`src/rtl/tsvf_pkg.sv`:
```
`default_nettype none
package tsvf_pkg;

  localparam int COUNT_DIGITS_DEF = 6;
  localparam int CFG_INDEX_W = 3;
  localparam int CFG_DATA_W = 2;
  localparam int BODY_MAX = 4;

  typedef enum logic [CFG_INDEX_W-1:0] {
    REG_NUMBER_MODE      = 3'd0,
    REG_SQUEEZE_BLANK    = 3'd1,
    REG_SHOW_ENDS        = 3'd2,
    REG_SHOW_TABS        = 3'd3,
    REG_SHOW_NONPRINTING = 3'd4
  } reg_index_t;

  localparam logic [7:0] CH_TAB    = 8'd9;
  localparam logic [7:0] CH_NL     = 8'd10;
  localparam logic [7:0] CH_FF     = 8'd12;
  localparam logic [7:0] CH_SPACE  = 8'd32;
  localparam logic [7:0] CH_DOLLAR = 8'd36;
  localparam logic [7:0] CH_MINUS  = 8'd45;
  localparam logic [7:0] CH_ZERO   = 8'd48;
  localparam logic [7:0] CH_QMARK  = 8'd63;
  localparam logic [7:0] CH_I      = 8'd73;
  localparam logic [7:0] CH_M      = 8'd77;
  localparam logic [7:0] CH_CARET  = 8'd94;
  localparam logic [7:0] CH_DEL    = 8'd127;
  localparam logic [7:0] CH_HI_END = 8'd159;
  localparam logic [7:0] CH_META   = 8'd160;
  localparam logic [7:0] CH_TOP    = 8'd255;
  localparam logic [7:0] CTRL_OFS  = 8'd64;
  localparam logic [7:0] META_OFS  = 8'd128;

  typedef struct packed {
    logic [1:0] number_mode;
    logic       squeeze_blank;
    logic       show_ends;
    logic       show_tabs;
    logic       show_nonprinting;
  } cfg_t;

  typedef struct packed {
    logic [BODY_MAX-1:0][7:0] bytes;
    logic [2:0]               len;
  } body_t;

  typedef struct packed {
    logic  num_en;
    body_t body;
  } job_hdr_t;

  function automatic body_t body_decode(input logic [7:0] ch, input cfg_t cfg);
    body_t b;
    b.bytes = '0;
    b.len = 3'd1;
    b.bytes[0] = ch;
    if (ch == CH_NL) begin
      if (cfg.show_ends) begin
        b.bytes[0] = CH_DOLLAR;
        b.bytes[1] = CH_NL;
        b.len = 3'd2;
      end
    end else if (ch == CH_TAB) begin
      if (cfg.show_tabs) begin
        b.bytes[0] = CH_CARET;
        b.bytes[1] = CH_I;
        b.len = 3'd2;
      end
    end else if (cfg.show_nonprinting) begin
      if (ch < CH_SPACE && ch != CH_FF) begin
        b.bytes[0] = CH_CARET;
        b.bytes[1] = ch + CTRL_OFS;
        b.len = 3'd2;
      end else if (ch >= META_OFS && ch <= CH_HI_END) begin
        b.bytes[0] = CH_M;
        b.bytes[1] = CH_MINUS;
        b.bytes[2] = CH_CARET;
        b.bytes[3] = ch - CTRL_OFS;
        b.len = 3'd4;
      end else if (ch == CH_DEL) begin
        b.bytes[0] = CH_CARET;
        b.bytes[1] = CH_QMARK;
        b.len = 3'd2;
      end else if (ch >= CH_META && ch != CH_TOP) begin
        b.bytes[0] = CH_M;
        b.bytes[1] = CH_MINUS;
        b.bytes[2] = ch - META_OFS;
        b.len = 3'd3;
      end else if (ch == CH_TOP) begin
        b.bytes[0] = CH_M;
        b.bytes[1] = CH_MINUS;
        b.bytes[2] = CH_CARET;
        b.bytes[3] = CH_QMARK;
        b.len = 3'd4;
      end
    end
    return b;
  endfunction

endpackage
`default_nettype wire

```
`src/rtl/text_stream_visible_formatter_top.sv`:
```
// Visible text-stream formatter: numbering, blank-line squeezing, end and
// tab marks, caret and M- notation for control and high bytes.
// Input channel: in_valid/in_ready with data_byte and file_start; one word
// is one raw byte. Output channel: out_valid/out_ready with out_byte and
// last_of_run, which marks the final output word caused by an input word.
// A squeezed empty line gives no output word at all.
// Configuration: write cfg_index/cfg_data with cfg_wr_en high, only while
// the block is idle; indexes beyond the register list are ignored.
// The first output word of an input word goes through the job register
// and the output register. Throughput: one output word per cycle while
// out_ready is high, set by the single output register; an input word
// expanding to N words holds the job slot until its last goes, so plain
// bytes flow at one per cycle; a line number adds COUNT_DIGITS + 1 words.
// A new input word is taken while the previous output word waits: the job
// register and the output register decouple the two sides.
// When the receiver stalls, the output word holds and the job slot fills,
// then in_ready drops. Reset clears configuration, line count and line
// state, and empties both stages.
`default_nettype none
module text_stream_visible_formatter_top #(
  parameter int COUNT_DIGITS = tsvf_pkg::COUNT_DIGITS_DEF
) (
  input  wire logic                            clk,
  input  wire logic                            rst,
  input  wire logic                            cfg_wr_en,
  input  wire logic [tsvf_pkg::CFG_INDEX_W-1:0] cfg_index,
  input  wire logic [tsvf_pkg::CFG_DATA_W-1:0]  cfg_data,
  input  wire logic                            in_valid,
  output logic                                 in_ready,
  input  wire logic [7:0]                      data_byte,
  input  wire logic                            file_start,
  output logic                                 out_valid,
  input  wire logic                            out_ready,
  output logic [7:0]                           out_byte,
  output logic                                 last_of_run
);

  tsvf_pkg::cfg_t           cfg;
  logic                     job_valid;
  tsvf_pkg::job_hdr_t       job_hdr;
  logic [4*COUNT_DIGITS-1:0] job_count;
  logic                     job_done;

  always_ff @(posedge clk) begin
    if (rst) begin
      cfg <= '0;
    end else if (cfg_wr_en) begin
      unique case (cfg_index)
        tsvf_pkg::REG_NUMBER_MODE:      cfg.number_mode <= cfg_data;
        tsvf_pkg::REG_SQUEEZE_BLANK:    cfg.squeeze_blank <= cfg_data[0];
        tsvf_pkg::REG_SHOW_ENDS:        cfg.show_ends <= cfg_data[0];
        tsvf_pkg::REG_SHOW_TABS:        cfg.show_tabs <= cfg_data[0];
        tsvf_pkg::REG_SHOW_NONPRINTING: cfg.show_nonprinting <= cfg_data[0];
        default: ;
      endcase
    end
  end

  tsvf_front #(
    .COUNT_DIGITS(COUNT_DIGITS)
  ) u_front (
    .clk       (clk),
    .rst       (rst),
    .cfg       (cfg),
    .in_valid  (in_valid),
    .in_ready  (in_ready),
    .data_byte (data_byte),
    .file_start(file_start),
    .job_valid (job_valid),
    .job_hdr   (job_hdr),
    .job_count (job_count),
    .job_done  (job_done)
  );

  tsvf_emit #(
    .COUNT_DIGITS(COUNT_DIGITS)
  ) u_emit (
    .clk        (clk),
    .rst        (rst),
    .job_valid  (job_valid),
    .job_hdr    (job_hdr),
    .job_count  (job_count),
    .job_done   (job_done),
    .out_valid  (out_valid),
    .out_ready  (out_ready),
    .out_byte   (out_byte),
    .last_of_run(last_of_run)
  );

endmodule
`default_nettype wire

```
`src/rtl/tsvf_front.sv`:
```
`default_nettype none
module tsvf_front #(
  parameter int COUNT_DIGITS = tsvf_pkg::COUNT_DIGITS_DEF
) (
  input  wire logic                      clk,
  input  wire logic                      rst,
  input  wire tsvf_pkg::cfg_t            cfg,
  input  wire logic                      in_valid,
  output logic                           in_ready,
  input  wire logic [7:0]                data_byte,
  input  wire logic                      file_start,
  output logic                           job_valid,
  output tsvf_pkg::job_hdr_t             job_hdr,
  output logic [4*COUNT_DIGITS-1:0]      job_count,
  input  wire logic                      job_done
);

  localparam int CW = 4 * COUNT_DIGITS;

  logic          prev_was_newline;
  logic          carried_was_newline;
  logic          blank_seen;
  logic [CW-1:0] line_count;

  logic          accept;
  logic          pnl;
  logic          bs;
  logic          is_nl;
  logic          drop;
  logic          num_en;
  logic          blank_seen_next;
  logic [CW-1:0] count_inc;
  logic [CW-1:0] line_count_next;
  logic          all_nine;
  logic          carry;

  assign in_ready = !job_valid || job_done;
  assign accept = in_valid && in_ready;

  always_comb begin
    pnl = file_start ? carried_was_newline : prev_was_newline;
    bs = file_start ? 1'b0 : blank_seen;
    is_nl = (data_byte == tsvf_pkg::CH_NL);
    drop = pnl && cfg.squeeze_blank && is_nl && bs;
    blank_seen_next = (pnl && cfg.squeeze_blank) ? is_nl : bs;
    num_en = pnl && (cfg.number_mode != 2'd0) && (!cfg.number_mode[1] || !is_nl);
  end

  always_comb begin
    all_nine = 1'b1;
    carry = 1'b1;
    count_inc = line_count;
    for (int i = 0; i < COUNT_DIGITS; i++) begin
      if (line_count[4*i +: 4] != 4'd9) all_nine = 1'b0;
      if (carry) begin
        if (line_count[4*i +: 4] >= 4'd9) begin
          count_inc[4*i +: 4] = 4'd0;
        end else begin
          count_inc[4*i +: 4] = line_count[4*i +: 4] + 4'd1;
          carry = 1'b0;
        end
      end
    end
    line_count_next = (num_en && !all_nine) ? count_inc : line_count;
  end

  always_ff @(posedge clk) begin
    if (rst) begin
      prev_was_newline <= 1'b1;
      carried_was_newline <= 1'b1;
      blank_seen <= 1'b0;
      line_count <= '0;
      job_valid <= 1'b0;
    end else begin
      if (accept) begin
        blank_seen <= blank_seen_next;
        if (drop) begin
          prev_was_newline <= pnl;
        end else begin
          prev_was_newline <= is_nl;
          carried_was_newline <= is_nl;
          line_count <= line_count_next;
        end
        job_valid <= !drop;
      end else if (job_done) begin
        job_valid <= 1'b0;
      end
    end
  end

  always_ff @(posedge clk) begin
    if (accept && !drop) begin
      job_hdr.num_en <= num_en;
      job_hdr.body <= tsvf_pkg::body_decode(data_byte, cfg);
      job_count <= line_count_next;
    end
  end

endmodule
`default_nettype wire

```
`src/rtl/tsvf_emit.sv`:
```
`default_nettype none
module tsvf_emit #(
  parameter int COUNT_DIGITS = tsvf_pkg::COUNT_DIGITS_DEF
) (
  input  wire logic                      clk,
  input  wire logic                      rst,
  input  wire logic                      job_valid,
  input  wire tsvf_pkg::job_hdr_t        job_hdr,
  input  wire logic [4*COUNT_DIGITS-1:0] job_count,
  output logic                           job_done,
  output logic                           out_valid,
  input  wire logic                      out_ready,
  output logic [7:0]                     out_byte,
  output logic                           last_of_run
);

  localparam int POS_W = $clog2(COUNT_DIGITS + 6);
  localparam logic [POS_W-1:0] TAB_POS = POS_W'(COUNT_DIGITS);
  localparam logic [POS_W-1:0] BODY_POS = POS_W'(COUNT_DIGITS + 1);

  logic [POS_W-1:0]        pos;
  logic [POS_W-1:0]        eff;
  logic [POS_W-1:0]        bidx;
  logic                    last;
  logic                    step;
  logic [7:0]              byte_sel;
  logic [COUNT_DIGITS-1:0] blank_digit;
  logic                    zero_above;

  assign step = job_valid && (!out_valid || out_ready);
  assign job_done = step && last;

  always_comb begin
    eff = job_hdr.num_en ? pos : pos + BODY_POS;
    bidx = eff - BODY_POS;
    last = (eff == BODY_POS + POS_W'(job_hdr.body.len) - POS_W'(1));
  end

  always_comb begin
    zero_above = 1'b1;
    for (int i = COUNT_DIGITS - 1; i >= 0; i--) begin
      zero_above = zero_above && (job_count[4*i +: 4] == 4'd0);
      blank_digit[i] = zero_above && (i != 0);
    end
  end

  always_comb begin
    byte_sel = job_hdr.body.bytes[bidx[1:0]];
    if (eff == TAB_POS) begin
      byte_sel = tsvf_pkg::CH_TAB;
    end else if (eff < TAB_POS) begin
      for (int i = 0; i < COUNT_DIGITS; i++) begin
        if (eff == POS_W'(COUNT_DIGITS - 1 - i)) begin
          byte_sel = blank_digit[i] ? tsvf_pkg::CH_SPACE
                                    : (tsvf_pkg::CH_ZERO | {4'h0, job_count[4*i +: 4]});
        end
      end
    end
  end

  always_ff @(posedge clk) begin
    if (rst) begin
      pos <= '0;
      out_valid <= 1'b0;
    end else begin
      if (step) begin
        out_valid <= 1'b1;
        pos <= last ? '0 : pos + POS_W'(1);
      end else if (out_ready) begin
        out_valid <= 1'b0;
      end
    end
  end

  always_ff @(posedge clk) begin
    if (step) begin
      out_byte <= byte_sel;
      last_of_run <= last;
    end
  end

endmodule
`default_nettype wire
```
`config.mk`:
```
export PLATFORM = sky130hd
export DESIGN_NAME = text_stream_visible_formatter_top
export DESIGN_NICKNAME = d
export VERILOG_FILES = /design/src/rtl/tsvf_pkg.sv /design/src/rtl/text_stream_visible_formatter_top.sv /design/src/rtl/tsvf_front.sv /design/src/rtl/tsvf_emit.sv
export SDC_FILE = /design/constraint.sdc
export NUM_CORES = 1
export LEC_CHECK = 0
export ABC_AREA = 1
export ABC_CLOCK_PERIOD_IN_PS = 4300
export BUFFER_PORTS_ARGS = -buffer_cell sky130_fd_sc_hd__buf_2
export CAP_MARGIN = 10
export CORE_UTILIZATION = 38
export CTS_BUF_LIST = sky130_fd_sc_hd__clkbuf_2
export CTS_CLUSTER_DIAMETER = 150
export CTS_CLUSTER_SIZE = 28
export DETAILED_ROUTE_END_ITERATION = 16
export GPL_ROUTABILITY_DRIVEN = 0
export PLACE_DENSITY_LB_ADDON = 0.12
export SKIP_CTS_REPAIR_TIMING = 1
export SLEW_MARGIN = 40
export SYNTH_ARGS = -nofsm -noshare
export SYNTH_HDL_FRONTEND = slang
export SYNTH_SLANG_ARGS = --single-unit
```
`constraint.sdc`:
```
create_clock -name clk -period 4.3 [get_ports clk]
set_input_delay 0.215 -clock clk [delete_from_list [all_inputs] [get_ports clk]]
set_output_delay 0.215 -clock clk [all_outputs]
set_load 0.01 [all_outputs]
```
==> metrics.cfg, run 1 <==
[run_status]
outcome = finished clean

[route]
drtIter0Drc = 441
antenna_left = 0
wl_per_cell_um = 14.19
vias = 5544
routed_via_density = 5.031
drc_errors = 0
drtPass1Iterations = 5
drt_wl_total_um = 15640

[setup_path]
reg2reg_depth = 10
cp_data_required_time_ps = 4660
critPathLaunchType = flip-flop
crit_fanout = 27
crit_buf_inv = 3
path_cells = inv_2 > ha_1 > o21ai_1 > nand2_1 > a21oi_2 > nand4_2 > nand2_4 > nand3_4 > inv_2 > buf_4
crit_family = buffers and inverters
critPathCapture = u_front.job_hdr[4]
timing.rr.end = u_front.job_hdr[4]
cpPeakStageDelay_ps = 520
slowest_stage = dfxtp_1
reg2reg_from = u_emit.pos[0]
startpoint = u_emit.pos[0]
crit_top_cell = inv_2
arrival_ps = 3330
worstSetupPathType = flip-flop to flip-flop
reg2reg_slack_ps = 1330
crit_cells = 10
crit_path_end_kind = flip-flop

[power]
p_sw_frac = 0.3506
p_per_area_mw_per_mm2 = 337.5
p_leak_uw = 0.003257
vdd_ir_drop_max_mv = 0.1215
intPower_uw = 1563
combPwrFrac = 0.255
pwr-share-seq = 0.522
clock_power_share = 0.224
p_sw_uw = 844.0
finalPower_uw = 2407

[floorplan]
die_h_um = 132.2
die_w_um = 132.2
rows = 47
die-area_mm2 = 0.01748
initial_core_util = 0.3886
io_pins = 30
core_area_mm2 = 0.01658

[timing]
tns_ps = 0
slew_violations = 0
finalClockSkew_ps = 37.93
tightest_slew_ps = 580.5
rsz0062_at_grt = false
post-route-period-util = 0.6913
hold_viol_final = 0
slew_headroom = 0.6089
period_needed_ps = 2973
fmax_ghz = 0.3364
setup_violations = 0

[synthesis]
synth_top_area_frac = 0.3216
synth-edff-count = 69
yosysWarnings = 0
synthTopCellsByArea = edfxtp_1, dfxtp_1, nand2_1
synth_top_cell_by_area = edfxtp_1
synth_nets = 877
synth.avg_cell_area_um2 = 7.782
netlist_area_mm2 = 0.006444
seq_area_frac_synth = 0.4427
ys.flop_type = edfxtp_1
netlist-cell-type-count = 45
synth_seq_cells = 108
async_reset_ff_frac = 0
postSynthCellCount = 828

[finish]
nets = 925
fillers = 1684
syn_to_final_growth_pct = 10.68
multi_input_comb_area_mm2 = 0.003048
drive_gt1_frac = 0.1056
layout.area.seq_mm2 = 0.002853
final_util = 0.4301

[placement]
dpl.hpwl_um = 11780
port_buffers = 29

[global_route]
grt_pass1_wl_um = 25410
grt_pass1_vias = 5003
grt_antenna_before_repair = 1
track_usage = 0.1856
grt-ovfl-total = 0
grt_max_degree = 51

[clock_network]
cts_buffers = 9
cts_tree = done
cts_root_buf = clkbuf_2
clock_latency_ps = 660
cts_sinks = 108
cts_max_path_buffers = 2
htreeDepth = 3
clkTransAtPathRegs_ps = 350

[job]
drv_cap = 0

[worst_hold_path]
hold_class = input pin to flip-flop

==> layer usage <==
metal | part of all wire | track usage | routed length, µm
met1 | 0.51 | 0.2662 | 7914
met2 | 0.42 | 0.2810 | 6641
met3 | 0.051 | 0.02999 | 801
met4 | 0.018 | 0.06897 | 277
met5 | 0 | 0 | 0
==> worst min path at each step <==
| stage | start | to | slack, ps | cells after the start |
|---|---|---|---|---|
| 6_report | data_byte[4] | u_front.job_hdr[23] | 40 | 3 |
| 5_1_grt | data_byte[4] | u_front.job_hdr[31] | 2 | 3 |
| 3_3_place_gp | u_front.carried_was_newline | u_front.carried_was_newline | 450 | 2 |
| 2_1_floorplan | rst | u_emit.out_valid | 280 | 1 |
| 4_1_cts | rst | u_front.line_count[7] | -260 | 2 |
| 3_5_place_dp | u_front.carried_was_newline | u_front.carried_was_newline | 460 | 2 |
==> kinds of logic after synthesis <==
logic type,Yosys count,share of synthesized area
flops,108,0.4427
simple gates,419,0.2909
xor+xnor,9,0.01340
compound gates,128,0.1105
fa+ha+maj,30,0.05825
buf+inv,134,0.08427
==> power groups by stage <==
stage | sequential (µW) | combinational, µW | clock [µW]
floorplan | 1270 | 435 | 0
global placement | 1280 | 592 | 0
global route | 1270 | 704 | 594
CTS | 1260 | 603 | 565
finish | 1260 | 613 | 539
detailed placement | 1280 | 601 | 0
==> cells in the mapped netlist, types with 3 or more instances <==
master,n
nand3_1,45
o21ai_1,14
nand2_1,189
clkbuf_1,4
ha_1,30
nor2_2,3
or2_2,6
o22ai_1,3
nor2_1,118
nor4_1,8
buf_2,5
inv_2,8
o211ai_1,3
buf_4,3
buf_6,3
a21oi_1,33
nand4_1,19
nor3_1,10
xor2_1,8
o21ai_0,54
a31oi_1,4
edfxtp_1,69
nor3_4,3
nand2_2,6
dfxtp_1,39
nand2_4,4
inv_1,111
a211oi_1,3
==> sequential cells by signal, indices dropped and copies added, names as in the netlist, 4 cells and up <==
name	count
u_front.job_hdr	36
u_front.job_count	24
u_front.line_count	24
u_emit.out_byte	8
cfg	6
u_emit.pos	4
==> through the flow <==
step           instance area, µm²  setup WS (ps)  hold WS, ps  instances
2_1_floorplan                6444          868.3        284.1        828
3_3_place_gp                 6790           1500        453.9       1065
3_5_place_dp                 6790           1389        458.9       1065
4_1_cts                      6929           1306       -258.4       1081
5_1_grt                      7132           1152        1.531       1102
6_report                     7132           1327        41.21       1102
==> layout by cell type, fill, tap and decap left out, types with 3 or more instances in the layout <==
cell type | synthesis | final
a31oi_1 | 4 | 4
buf_4 | 3 | 3
ha_1 | 30 | 30
nor3_1 | 10 | 10
a21oi_1 | 33 | 33
inv_1 | 111 | 109
nand3_1 | 45 | 45
edfxtp_1 | 69 | 69
dlygate4sd3_1 | 0 | 20
a211oi_1 | 3 | 3
nor3_4 | 3 | 3
nand2_2 | 6 | 6
inv_2 | 8 | 10
o21ai_0 | 54 | 54
xor2_1 | 8 | 8
nand2_1 | 189 | 189
o211ai_1 | 3 | 3
nand2_4 | 4 | 4
nor2_1 | 118 | 118
nor4_1 | 8 | 8
or2_2 | 6 | 6
o22ai_1 | 3 | 3
clkbuf_2 | 0 | 9
dfxtp_1 | 39 | 39
buf_2 | 5 | 29
o21ai_1 | 14 | 14
nand4_1 | 19 | 19
nor2_2 | 3 | 3
==> worst reg2reg max path: stages (launching register included) <==
cell	delay, ps
dfxtp_1	520
inv_2	90
ha_1	310
o21ai_1	310
nand2_1	120
a21oi_2	190
nand4_2	200
nand2_4	170
nand3_4	70
inv_2	270
buf_4	400
==> cell type report <==
cell class | count | share of cell area
Inverter | 119 | 0.06263
Multi-Input combinational cell | 586 | 0.4274
Timing Repair Buffer | 52 | 0.05158
Tap cell | 220 | 0.03860
Antenna cell | 1 | 0.0003509
Clock buffer | 9 | 0.006316
Clock inverter | 7 | 0.01316
Sequential cell | 108 | 0.4000
Power figures use the tool's default switching activity.
==> run 2, diff against run 1 <==
--- a/config.mk
+++ b/config.mk
@@ -5,8 +5,8 @@
 export SDC_FILE = /design/constraint.sdc
 export NUM_CORES = 1
 export LEC_CHECK = 0
-export ABC_AREA = 1
-export ABC_CLOCK_PERIOD_IN_PS = 4300
+export ABC_AREA = 0
+export ABC_CLOCK_PERIOD_IN_PS = 2600
 export BUFFER_PORTS_ARGS = -buffer_cell sky130_fd_sc_hd__buf_2
 export CAP_MARGIN = 10
 export CORE_UTILIZATION = 38
==> constraint.sdc (replaced) <==
create_clock -name clk -period 2.6 [get_ports clk]
set_input_delay 0.13 -clock clk [delete_from_list [all_inputs] [get_ports clk]]
set_output_delay 0.13 -clock clk [all_outputs]
set_load 0.01 [all_outputs]
==> metrics.cfg, run 2 <==
[power]
p_leak_uw = 0.002980
vdd_ir_drop_max_mv = 0.2197
finalPower_uw = 3689
p_per_area_mw_per_mm2 = 473.6

[synthesis]
ys.flop_type = edfxtp_1
netlist-cell-type-count = 69
synth-edff-count = 69
synth_top_area_frac = 0.3144
seq_area_frac_synth = 0.4329
async_reset_ff_frac = 0
synth.avg_cell_area_um2 = 9.334
postSynthCellCount = 706
synth_seq_cells = 108
synth_top_cell_by_area = edfxtp_1
netlist_area_mm2 = 0.006590
synthTopCellsByArea = edfxtp_1, dfxtp_1, ha_1
synth_nets = 755
yosysWarnings = 0
synth_common_cells = edfxtp_1, nand2_1, nor2_1
synth.most_common_cell = edfxtp_1

[finish]
regMostFlops = u_front.job_hdr
fillers = 1587
largest_reg_flops = 36
top_regs = u_front.job_hdr (36), u_front.job_count (24), u_front.line_count (24)
final_cell_mix = edfxtp_1, nor2_1, nand2_1
syn_to_final_growth_pct = 18.21
drive_gt1_frac = 0.1887
final_util = 0.4648
mostFrequentLayoutCell = edfxtp_1
nets = 839

[clock_network]
cts_buffers = 9
cts_max_path_buffers = 2
cts_sinks = 108
cts_root_buf = clkbuf_2
clock_latency_ps = 670
cts_tree = done
htreeDepth = 3
clkTransAtPathRegs_ps = 300

[job]
drv_cap = 0

[floorplan]
core_area_mm2 = 0.01676
io_pins = 30
initial_core_util = 0.3932
die_w_um = 133.7
rows = 47
die_h_um = 133.7
die-area_mm2 = 0.01787

[global_route]
grt_max_degree = 42
grt_antenna_before_repair = 1
grt_pass1_wl_um = 29240
grt_pass1_vias = 5449
track_usage = 0.2115
grt-ovfl-total = 0

[timing]
hold_slack_ps = -61.76
period_needed_ps = 2625
slew_violations = 0
finalClockSkew_ps = 44.86
slew_headroom = 0.6181
setup_violations = 2
fmax_ghz = 0.3809
hold_viol_final = 1
setup_ws_ps = -25.05
tightest_slew_ps = 567.6
post-route-period-util = 1.010
rsz0062_at_grt = true

[setup_path]
cp_data_required_time_ps = 2470
crit_path_end_kind = output port
worstSetupPathType = flip-flop to output port
critPathLaunchType = flip-flop
crit_fanout = 6
arrival_ps = 2500

[run_status]
outcome = finished, violations left
violations = hold timing, setup timing

[route]
wl_met1_um = 8819
wl_met3_um = 997
wl_met2_um = 8527
routed_via_density = 5.765
vias = 5857
drtIter0Drc = 594
drc_errors = 0
top_layer = met4
wl_per_cell_um = 18.43
drt_wl_total_um = 18730
drtPass1Iterations = 5
antenna_left = 0

[worst_hold_path]
hold_class = input pin to flip-flop

[placement]
port_buffers = 29
dpl.hpwl_um = 13890

## run 2: logic make-up (layout without fill, tap and decap cells)
family	Yosys count	in the layout	synth area share
xor gates and xnor gates	8	8	0.01177
other	0	1	0
and+or+nand+nor	257	257	0.1975
adders and majority gates	30	30	0.05696
buffers and inverters	79	168	0.04766
AOI/OAI and AO/OA	202	202	0.2077
muxes	22	22	0.04557
DFF	108	108	0.4329
## run 2: layer usage
layer  track usage  vias up
met1        0.3019     2838
met4       0.07513        0
met2        0.3275      175
met3       0.02740       23
met5             0        -
li1              -     2821
## run 2: path summary, 6_finish.rpt
check	depth (start not counted)	startpoint	slack, ps	to
min reg2reg	2	u_front.blank_seen	520	u_front.blank_seen
max reg2reg	10	u_emit.pos[0]	-10	u_front.line_count[12]
min	5	file_start	-60	u_front.blank_seen
max	9	u_emit.pos[0]	-30	in_ready
## run 2: where the power goes
part / internal (µW) / total (µW) / switching [µW]
logic: 410 / 927 / 517
registers: 1920 / 1960 / 35.7
clock network: 155 / 801 / 646
total: 2490 / 3690 / 1200
## run 2: area by class of cell
| type | count | area, µm² | area share |
|---|---|---|---|
| timing repair buffer | 110 | 867.1 | 0.1113 |
| clock inverter | 7 | 67.56 | 0.008673 |
| tap | 220 | 275.3 | 0.03534 |
| clock buffer | 9 | 45.04 | 0.005782 |
| antenna | 1 | 2.502 | 0.0003212 |
| inverter | 42 | 163.9 | 0.02104 |
| multi-input combinational | 519 | 3513 | 0.4510 |
| sequential | 108 | 2855 | 0.3665 |
## run 2: through the flow
stage	setup WS (ps)	setup TNS, ps	area, µm²	instances	hold WS, ps
after floorplan	-327.5	-16560	6616	706	248.3
after global placement	-13.10	-13.10	7288	970	363.8
after detailed placement	24.64	0	7288	970	365.9
after CTS	-546.9	-566.1	7401	986	-372.0
after global routing	-127.8	-225.1	7790	1016	6.004
final	-25.05	-30.63	7790	1016	-61.76
## run 2: critical path: stages (launching register included)
cell	delay, ps
dfxtp_2	400
inv_2	50
ha_4	250
xor2_1	160
or3_4	340
a21oi_4	190
a31oi_4	160
inv_4	100
buf_8	120
buf_6	100
